### config.mk
export PLATFORM = sky130hd
export DESIGN_NAME = buffer_frame_replacement
export DESIGN_NICKNAME = d
export VERILOG_FILES = /design/src/rtl/bfr_pkg.sv /design/src/rtl/bfr_victim_sel.sv /design/src/rtl/buffer_frame_replacement.sv
export SDC_FILE = /design/constraint.sdc
export NUM_CORES = 1
export LEC_CHECK = 0
export ABC_AREA = 1
export BUFFER_PORTS_ARGS = -buffer_cell sky130_fd_sc_hd__clkbuf_2
export CAP_MARGIN = 20
export CORE_MARGIN = 2
export CORE_UTILIZATION = 60
export CTS_CLUSTER_SIZE = 20
export DETAILED_ROUTE_END_ITERATION = 10
export PLACE_DENSITY = 0.77
export SYNTH_ARGS = -nofsm -noshare
export SYNTH_HDL_FRONTEND = slang
export SYNTH_HIERARCHICAL = 1
export SYNTH_SLANG_ARGS = --single-unit
### constraint.sdc
create_clock -name clk -period 3.2 [get_ports clk]
set_input_delay 0.64 -clock clk [delete_from_list [all_inputs] [get_ports clk]]
set_output_delay 0.64 -clock clk [all_outputs]
set_load 0.05 [all_outputs]
### src/rtl/bfr_pkg.sv
// Package for the buffer frame replacement block: action codes, default
// sizes and the control struct of the victim compare unit.
// No dependencies.
package bfr_pkg;

  localparam int FRAMES_DEF     = 16;
  localparam int COUNT_BITS_DEF = 16;

  // Bound on the count: only a frame with a count below it is a candidate in the scan.
  localparam logic [32:0] SCAN_LIMIT = 33'h0FFFFFFFF;

  typedef enum logic [2:0] {
    ACT_TOUCH    = 3'd0,
    ACT_FILL     = 3'd1,
    ACT_MODIFIED = 3'd2,
    ACT_PIN      = 3'd3,
    ACT_UNPIN    = 3'd4,
    ACT_WB       = 3'd5,
    ACT_FREE     = 3'd6,
    ACT_ALLOC    = 3'd7
  } action_t;

  typedef struct packed {
    logic clear;    // start a new scan
    logic take;     // invalid frame found: it is the victim
    logic cmp_en;   // compare the count read for cmp index
    logic pinned;   // pinned mark of the compared frame
  } scan_ctl_t;

endpackage

### src/rtl/bfr_victim_sel.sv
// Compare unit of the allocate scan: keeps the smallest count of the
// unpinned frames seen and the frame that holds it. Depends on bfr_pkg.
module bfr_victim_sel #(
  parameter int IDX_W      = 4,
  parameter int COUNT_BITS = bfr_pkg::COUNT_BITS_DEF
) (
  input  logic                  clk,
  input  logic                  rst,
  input  bfr_pkg::scan_ctl_t    ctl,
  input  logic [IDX_W-1:0]      take_idx,
  input  logic [IDX_W-1:0]      cmp_idx,
  input  logic [COUNT_BITS-1:0] count,
  output logic [IDX_W-1:0]      victim
);

  logic                  have_best;
  logic [COUNT_BITS-1:0] best;
  logic                  cand;

  // Strict compare: the first frame wins a tie.
  always_comb begin
    if (have_best) begin
      cand = !ctl.pinned && (count < best);
    end else begin
      cand = !ctl.pinned && (33'(count) < bfr_pkg::SCAN_LIMIT);
    end
  end

  always_ff @(posedge clk) begin
    if (rst || ctl.clear) begin
      have_best <= 1'b0;
      victim    <= '0;
    end else if (ctl.take) begin
      victim    <= take_idx;
    end else if (ctl.cmp_en && cand) begin
      have_best <= 1'b1;
      victim    <= cmp_idx;
    end
  end

  always_ff @(posedge clk) begin
    if (ctl.cmp_en && cand) begin
      best <= count;
    end
  end

endmodule

### src/rtl/buffer_frame_replacement.sv
// Top level of the buffer frame replacement block: frame marks, access
// count memory and the event sequencer. Depends on bfr_pkg, bfr_victim_sel.
//
//   channel | handshake          | payload
//   --------+--------------------+-------------------------------------
//   in      | in_valid, in_stall | action, frame, fill_modified
//   out     | out_valid,out_stall| chosen_frame, write_back, status
//
// Touch runs S_EXEC and S_TOUCH before S_DONE, the other frame actions
// S_EXEC only. Allocate runs S_SCAN, S_DRAIN and S_APPLY; an invalid
// frame found skips S_DRAIN. The scan reads one count a cycle through the
// single read port of the count memory into one comparator. Reset clears
// every mark and the per-entry count valid bits at once; no clearing pass.
// in_stall is high from a transfer until the result is loaded into the
// output register; a stalled result only holds up loading the next one.
module buffer_frame_replacement #(
  parameter int FRAMES     = bfr_pkg::FRAMES_DEF,
  parameter int COUNT_BITS = bfr_pkg::COUNT_BITS_DEF
) (
  input  logic       clk,
  input  logic       rst,
  input  logic       in_valid,
  output logic       in_stall,
  input  logic [2:0] action,
  input  logic [3:0] frame,
  input  logic       fill_modified,
  output logic       out_valid,
  input  logic       out_stall,
  output logic [3:0] chosen_frame,
  output logic       write_back,
  output logic       status
);

  localparam int IDX_W = $clog2(FRAMES);

  typedef enum logic [6:0] {
    S_IDLE  = 7'b0000001,
    S_EXEC  = 7'b0000010,
    S_TOUCH = 7'b0000100,
    S_SCAN  = 7'b0001000,
    S_DRAIN = 7'b0010000,
    S_APPLY = 7'b0100000,
    S_DONE  = 7'b1000000
  } state_t;

  state_t state, state_next;

  logic [FRAMES-1:0] valid_mark, pinned_mark, modified_mark, count_ok;
  logic [COUNT_BITS-1:0] count_mem [FRAMES];
  logic [COUNT_BITS-1:0] rd_data;
  logic                  rd_ok;
  logic [COUNT_BITS-1:0] rd_count;
  logic [IDX_W-1:0]      rd_addr;

  logic                  mem_we;
  logic [IDX_W-1:0]      mem_waddr;
  logic [COUNT_BITS-1:0] mem_wdata;

  bfr_pkg::action_t lat_act;
  logic [3:0]       lat_frame;
  logic             lat_fm;
  logic [IDX_W-1:0] faddr;
  logic             in_range;

  logic [IDX_W-1:0] scan_idx, cmp_idx, victim;
  logic             cmp_pend;
  logic             scan_last;
  bfr_pkg::scan_ctl_t scan_ctl;

  logic [3:0] res_frame;
  logic       res_wb, res_st;
  logic       in_xfer, out_load;

  assign in_stall  = (state != S_IDLE);
  assign in_xfer   = in_valid && !in_stall;
  assign out_load  = (state == S_DONE) && (!out_valid || !out_stall);
  assign faddr     = IDX_W'(lat_frame);
  assign in_range  = (32'(lat_frame) < 32'(FRAMES));
  assign scan_last = (scan_idx == IDX_W'(FRAMES - 1));
  assign rd_addr   = (state == S_SCAN) ? scan_idx : faddr;
  assign rd_count  = rd_ok ? rd_data : '0;

  // Count memory: an entry whose ok bit is clear reads as zero.
  always_ff @(posedge clk) begin
    if (mem_we) begin
      count_mem[mem_waddr] <= mem_wdata;
    end
    rd_data <= count_mem[rd_addr];
    rd_ok   <= count_ok[rd_addr];
  end

  always_comb begin
    mem_we    = 1'b0;
    mem_waddr = faddr;
    mem_wdata = '0;
    if (state == S_EXEC && in_range && lat_act == bfr_pkg::ACT_FILL) begin
      mem_we    = 1'b1;
      mem_wdata = COUNT_BITS'(1);
    end else if (state == S_TOUCH && rd_count != {COUNT_BITS{1'b1}}) begin
      mem_we    = 1'b1;
      mem_wdata = rd_count + COUNT_BITS'(1);
    end
  end

  always_comb begin
    scan_ctl.clear  = in_xfer;
    scan_ctl.take   = (state == S_SCAN) && !valid_mark[scan_idx];
    scan_ctl.cmp_en = ((state == S_SCAN) || (state == S_DRAIN)) && cmp_pend;
    scan_ctl.pinned = pinned_mark[cmp_idx];
  end

  bfr_victim_sel #(
    .IDX_W      (IDX_W),
    .COUNT_BITS (COUNT_BITS)
  ) u_sel (
    .clk      (clk),
    .rst      (rst),
    .ctl      (scan_ctl),
    .take_idx (scan_idx),
    .cmp_idx  (cmp_idx),
    .count    (rd_count),
    .victim   (victim)
  );

  always_comb begin
    state_next = state;
    unique case (state)
      S_IDLE: begin
        if (in_xfer) begin
          state_next = (bfr_pkg::action_t'(action) == bfr_pkg::ACT_ALLOC) ? S_SCAN : S_EXEC;
        end
      end
      S_EXEC: begin
        if (in_range && lat_act == bfr_pkg::ACT_TOUCH) begin
          state_next = S_TOUCH;
        end else begin
          state_next = S_DONE;
        end
      end
      S_TOUCH: state_next = S_DONE;
      S_SCAN: begin
        if (!valid_mark[scan_idx]) begin
          state_next = S_APPLY;
        end else if (scan_last) begin
          state_next = S_DRAIN;
        end
      end
      S_DRAIN: state_next = S_APPLY;
      S_APPLY: state_next = S_DONE;
      S_DONE: begin
        if (out_load) begin
          state_next = S_IDLE;
        end
      end
      default: state_next = S_IDLE;
    endcase
  end

  always_ff @(posedge clk) begin
    if (rst) begin
      state     <= S_IDLE;
      out_valid <= 1'b0;
      cmp_pend  <= 1'b0;
    end else begin
      state    <= state_next;
      cmp_pend <= (state == S_SCAN) && valid_mark[scan_idx];
      if (out_load) begin
        out_valid <= 1'b1;
      end else if (!out_stall) begin
        out_valid <= 1'b0;
      end
    end
  end

  // Frame marks and count ok bits.
  always_ff @(posedge clk) begin
    if (rst) begin
      valid_mark    <= '0;
      pinned_mark   <= '0;
      modified_mark <= '0;
      count_ok      <= '0;
    end else begin
      if (mem_we) begin
        count_ok[mem_waddr] <= 1'b1;
      end
      if (state == S_EXEC && in_range) begin
        case (lat_act)
          bfr_pkg::ACT_FILL: begin
            valid_mark[faddr]    <= 1'b1;
            modified_mark[faddr] <= lat_fm;
          end
          bfr_pkg::ACT_MODIFIED: modified_mark[faddr] <= 1'b1;
          bfr_pkg::ACT_PIN:      pinned_mark[faddr]   <= 1'b1;
          bfr_pkg::ACT_UNPIN:    pinned_mark[faddr]   <= 1'b0;
          bfr_pkg::ACT_WB: begin
            count_ok[faddr]      <= 1'b0;
            modified_mark[faddr] <= 1'b0;
            valid_mark[faddr]    <= 1'b0;
          end
          bfr_pkg::ACT_FREE: begin
            if (!pinned_mark[faddr]) begin
              valid_mark[faddr]    <= 1'b0;
              modified_mark[faddr] <= 1'b0;
            end
          end
          default: ;
        endcase
      end
      if (state == S_APPLY) begin
        // Write-back of a dirty victim drops its count, then free it.
        if (valid_mark[victim] && modified_mark[victim]) begin
          count_ok[victim] <= 1'b0;
        end
        if (!pinned_mark[victim]) begin
          valid_mark[victim]    <= 1'b0;
          modified_mark[victim] <= 1'b0;
        end else if (valid_mark[victim] && modified_mark[victim]) begin
          valid_mark[victim]    <= 1'b0;
          modified_mark[victim] <= 1'b0;
        end
      end
    end
  end

  // Latched event, scan position and result.
  always_ff @(posedge clk) begin
    if (in_xfer) begin
      lat_act   <= bfr_pkg::action_t'(action);
      lat_frame <= frame;
      lat_fm    <= fill_modified;
      res_frame <= frame;
      res_wb    <= 1'b0;
      res_st    <= 1'b0;
      scan_idx  <= '0;
    end
    if (state == S_SCAN) begin
      cmp_idx <= scan_idx;
      if (!scan_last) begin
        scan_idx <= scan_idx + IDX_W'(1);
      end
    end
    if (state == S_EXEC && in_range) begin
      if (lat_act == bfr_pkg::ACT_WB) begin
        res_wb <= modified_mark[faddr];
      end
      if (lat_act == bfr_pkg::ACT_FREE) begin
        res_st <= pinned_mark[faddr];
      end
    end
    if (state == S_APPLY) begin
      res_frame <= 4'(victim);
      res_wb    <= valid_mark[victim] && modified_mark[victim];
      res_st    <= pinned_mark[victim];
    end
    if (out_load) begin
      chosen_frame <= res_frame;
      write_back   <= res_wb;
      status       <= res_st;
    end
  end

endmodule

### Word-level counts from Yosys, hierarchy flattened

Memories as Yosys holds them, arrays and structs flattened. A register that Yosys moved wholly into a read port is not among the register bits.
Cells that the tools add are included.

* muxes and demuxes: 76
* $lt $le $gt $ge: 8
* add/sub/neg operators: 2
* reductions and logical operators: 28
* eq/ne operators: 21
* bitwise logic cells: 14

Operators by type and width (number)
* $mux 16: 22
* $and 16x16->16: 7
* $or 16x16->16: 4
* $pmux 16 s4: 1
* $pmux 16 s3: 1
* $pmux 7 s6: 1
* $mux 4: 9
* $mux 7: 5
* $bmux 1 s4: 8
* $not 16->16: 2
* $pmux 16 s2: 1
* $lt 4x5->1 const B: 5
* $mux 1: 25
* $add 16x1->16 const B: 1
* $bwmux 16: 1
* $lt 16x16->1: 1
* $ne 16x16->1 const B: 1
* $eq 3x3->1 const B: 4
* $logic_and 1x1->1: 12
* $demux 1 s4: 2
* $ge 4x1->1 const B: 2
* $eq 7x1->1 const B: 1
* $eq 7x2->1 const B: 1
* $eq 7x3->1 const B: 1
* 20 further kinds: 31

* memories: 1
* word-level logic and storage cells: 172
* bits of input ports: 12
* bits in registers: 123
* bits in writable memories: 256

Memories
* count_mem: depth 16, width 16, rd ports 1, clocked after memory_dff 1, write ports 1, RTL line buffer_frame_replacement.sv:49 `logic [COUNT_BITS-1:0] count_mem [FRAMES];`

### Depth between registers and ports, before layout

* depth in word-level cells: 14
* gate-level depth with buffers: 19
* mapped depth without buffers: 17

### Modules after synthesis

The synthesis kept the hierarchy.

Modules (own cells, without submodules)
* buffer_frame_replacement: cells an instance 2079, area each 17840.9 sq um, times used 1
* bfr_victim_sel: cells an instance 130, area each 1182.4 sq um, times used 1

### Least setup slack after synthesis

OpenSTA, ideal clock, no wires.

* path type: reg-to-reg
* from: register rd_ok
* to: memory count_mem[12][0] in the netlist's numbering (enable)
* arrival time: 2.357 ns
* cell stages (with the launch flop): 16
* period minus slack after synthesis: 2.746 ns
* library setup time: 0.388 ns
* buffers on the path: 3
* slack: 0.454 ns
* required time: 2.812 ns
* cell sequence: dfxtp_1 > buf_4 > buf_6 > nand2_1 > inv_1 > ha_1 > inv_1 > nor2_1 > nand4_1 > inv_1 > nand3_1 > nand2_1 > nand2_2 > inv_2 > buf_4 > nor2_1

* word-level cells in the longest chain between the ends: 7

RTL lines
* start, declared: RTL line buffer_frame_replacement.sv:51 `logic rd_ok;`
* start signal, assigned: RTL line buffer_frame_replacement.sv:89 `rd_ok <= count_ok[rd_addr];`
* $mux 16: RTL line buffer_frame_replacement.sv:81 `assign rd_count = rd_ok ? rd_data : '0;`
* net rd_count[1]: RTL line buffer_frame_replacement.sv:52 `logic [COUNT_BITS-1:0] rd_count;`
* $ne 16x16->1: RTL line buffer_frame_replacement.sv:99 `end else if (state == S_TOUCH && rd_count != {COUNT_BITS{1'b1}}) begin`
* $logic_and 1x1->1: RTL line buffer_frame_replacement.sv:99
* $mux 1: RTL line buffer_frame_replacement.sv:99
* $mux 1: RTL line buffer_frame_replacement.sv:96 `if (state == S_EXEC && in_range && lat_act == bfr_pkg::ACT_FILL) begin`
* $mux 1: RTL line buffer_frame_replacement.sv:85 `if (mem_we) begin`
* $mux 1 (implied by the code): RTL line buffer_frame_replacement.sv:86 `count_mem[mem_waddr] <= mem_wdata;`
* end, declared: RTL line buffer_frame_replacement.sv:49

The timed path passes the listed nets, and every way through them passes these cells.

### Worst setup path after layout

* from: register rd_ok
* to: memory count_mem[0][12] in the netlist's numbering, data pin

* word-level cells in the longest chain between the ends: 5

RTL lines
* $mux 16 *: RTL line buffer_frame_replacement.sv:81
* net rd_count[0]: RTL line buffer_frame_replacement.sv:52
* branches (longest 2 deep; another with $add 16x1->16)
* $mux 16 *: RTL line buffer_frame_replacement.sv:99
* $mux 16 *: RTL line buffer_frame_replacement.sv:96
* net mem_wdata[12]: RTL line buffer_frame_replacement.sv:57 `logic [COUNT_BITS-1:0] mem_wdata;`

Mark *: on every way through the listed nets, which the timed path passes.

==> qor.yml <==
final.setup.tns_ns: 0
arrival_ns: 2.98
grt_max_degree: 96
crit_type: "flip-flop to flip-flop"
ant_nets: 0
cts.clk_slew.worst_paths_ns: 0.06
cap_viol_max_count: 0
p_per_area_nw_per_um2: 650.5
ys_seq_elements: 395
crit_fanout: 16
async_flop_share: 0
diodes: 0
setup_violations: 0
place.gp.congestion: 1.005
cp-end-kind: "flip-flop"
io_buffers: 19
worstMarginPinSlew_ns: 1.058
cts_tree: "built"
ys_warn_count: 6
dieWidth_microns: 182.1
synth.area.top_cells: "edfxtp_1 (46%), nand2_1 (14%), dfxtp_1 (11%)"
ys_seq_area_frac: 0.5704
syn_area_per_cell_sq_um: 8.612
worst_ep_required_time_ns: 3.39
fin_cells: 2674
fmax_mhz: 358.0
post-dp-hpwl_microns: 34670
drc: 0
rows: 65
die_h_microns: 182.1
root_buffer: "clkbuf_16"
syn_nets: 2238
htreeDepth: 2
syn_to_final_growth_pct: 10.04
wirelength_microns: 51430
final_cell_mix: "nand2_1 (731), edfxtp_1 (294), inv_1 (265)"
p_leak_nw: 8.706
synth_top_cell_by_area: "edfxtp_1"
hold_class: "input pin to flip-flop"
slew_viol_final: 0
status: "complete, no violations"
syn-cell-area_sq_um: 19020
dp.cells: 2599
syn_inst: 2209
grt_usage: 0.3136
synth_top_area_share: 0.4641
path_cells: "nand2_1 > inv_1 > ha_1 > inv_1 > nor2_1 > nand4_1 > nor2_1 > inv_1 > nor2_1 > xor2_1 > nor2_1"
drive_above_1_share: 0.08759
rsz0062_at_grt: "no"
synth_edf_count: 294
avgViaCountPerCell: 5.770
drt-initial-drc-count: 1623
fin_nets: 2269
ys.flop_type: "edfxtp_1"
die_area_sq_um: 33150
grt_overflow_total: 0
wl_per_cell_microns: 19.23
ioPinCount: 20
min_period_ns: 2.793
finalCritPeriodShare: 0.8729
vias: 15430
cp_slowest_stage_delay_ns: 0.78
cts_made_buffers: 41
antenna_found_initial: 0
synthDistinctLibCells: 49
post_cts_buffers: 0
cp_slowest_cell: "nor2_1"
coreArea_sq_um: 31390
clock_latency_ns: 0.54
vdd_ir_drop_max_mv: 0.6726
grt_pass1_vias: 15100
worst_path_most_repeated_cell: "nor2_1"
start_kind: "flip-flop"
final_hold_viol_count: 0
clock_skew_ns: 0.01218
cts_hold_buf: 0
grt_first_pass_wirelength_microns: 80750
firstDrtPassIters: 6
ctsResizeCount: 0
slew_headroom: 0.2925
cts.path.max_buffers: 3
start_util: 0.6060
clock_sinks: 395
layout_commonest_cell: "nand2_1"
==> through the flow <==
stage                       util  worst slack (ns)  instance area [sq um]  power, W  hold slack (ns)
after floorplan                -            0.4545                  19020  0.008221           0.4003
after global placement    0.6274            0.5644                  19700  0.009164           0.4118
after detailed placement  0.6274            0.4018                  19700  0.009237           0.4073
after CTS                 0.6668            0.3781                  20930   0.01360           0.2823
after global routing      0.6668            0.1570                  20930   0.01418           0.2801
final                     0.6668            0.4066                  20930   0.01362           0.2941
==> cell type report <==
cell class,instances,area (sq um)
fill,2496,10460
tap,402,503.0
timing repair buffer,79,583.1
clock buffer,56,1112
inverter,275,1032
clock inverter,19,125.1
multi-input combinational,1448,6728
sequential,395,10850
==> state kept, by name (all words and copies together) (netlist names), 3 cells and up, named ones only <==
register       flops
u_sel/best        16
lat_act            3
valid_mark        16
modified_mark     16
cmp_idx            4
rd_data           16
scan_idx           4
u_sel/victim       4
count_ok          16
faddr              4
chosen_frame       4
res_frame          4
state              7
count_mem        256
==> cells in the mapped netlist, types with 2 or more instances <==
library cell,number
nor2_2,3
a21oi_1,70
nor4_1,4
buf_1,4
dfxtp_1,101
o21ai_2,3
a31oi_1,2
o21ai_0,74
o31ai_1,3
o22ai_1,4
buf_2,49
clkbuf_1,24
nand2_4,2
nand2_1,731
buf_4,6
ha_1,17
nand3_1,220
nor3_2,3
inv_2,9
nor3_1,16
inv_1,265
xor2_1,4
o211ai_1,72
nor2_4,2
edfxtp_1,294
o21bai_1,8
o21ai_1,2
nand4_1,4
nor2_1,174
buf_6,8
a31o_2,3
nand2_2,11
==> kinds of logic (layout without fill, tap and decap cells) <==
family / after synthesis / count (layout) / share of synthesized area
AOI/OAI and AO/OA: 249 / 249 / 0.08018
and+or+nand+nor: 1178 / 1178 / 0.2566
buffers and inverters: 366 / 429 / 0.07978
DFF: 395 / 395 / 0.5704
xor gates and xnor gates: 4 / 4 / 0.001841
adders and majority gates: 17 / 17 / 0.01118
==> power breakdown <==
part | internal (W) | switching, W | leakage [nW]
sequential | 0.00568 | 0.000203 | 3.01
combinational | 0.000894 | 0.00243 | 5.09
clock | 0.00246 | 0.00195 | 0.605
total | 0.00903 | 0.00459 | 8.71
==> routing by layer <==
metal  vias up  global-route usage  share of wire
met5         -                   0              0
met4         0              0.1555          0.051
met3       165             0.04311          0.072
met2       708              0.5449           0.49
met1      7235              0.3871           0.39
li1       7320                   -              -
==> path summary, 6_finish.rpt <==
check           startpoint                to  cells past startpoint  slack, ns
min          fill_modified            lat_fm                      1       0.29
max reg2reg          rd_ok  count_mem[0][12]                     11       0.41
max                  rd_ok  count_mem[0][12]                     11       0.41
min reg2reg   res_frame[2]   chosen_frame[2]                      0       0.42
==> critical path: cells and delay by family (launching register included) <==
family                   cells  cell delay (ns)
adder cells (fa/ha/maj)      1             0.19
AND/OR/NAND/NOR              6             1.56
XOR/XNOR                     1             0.08
buffers and inverters        3             0.26
flip-flops                   1             0.35
(Power assumes the default switching activity.)
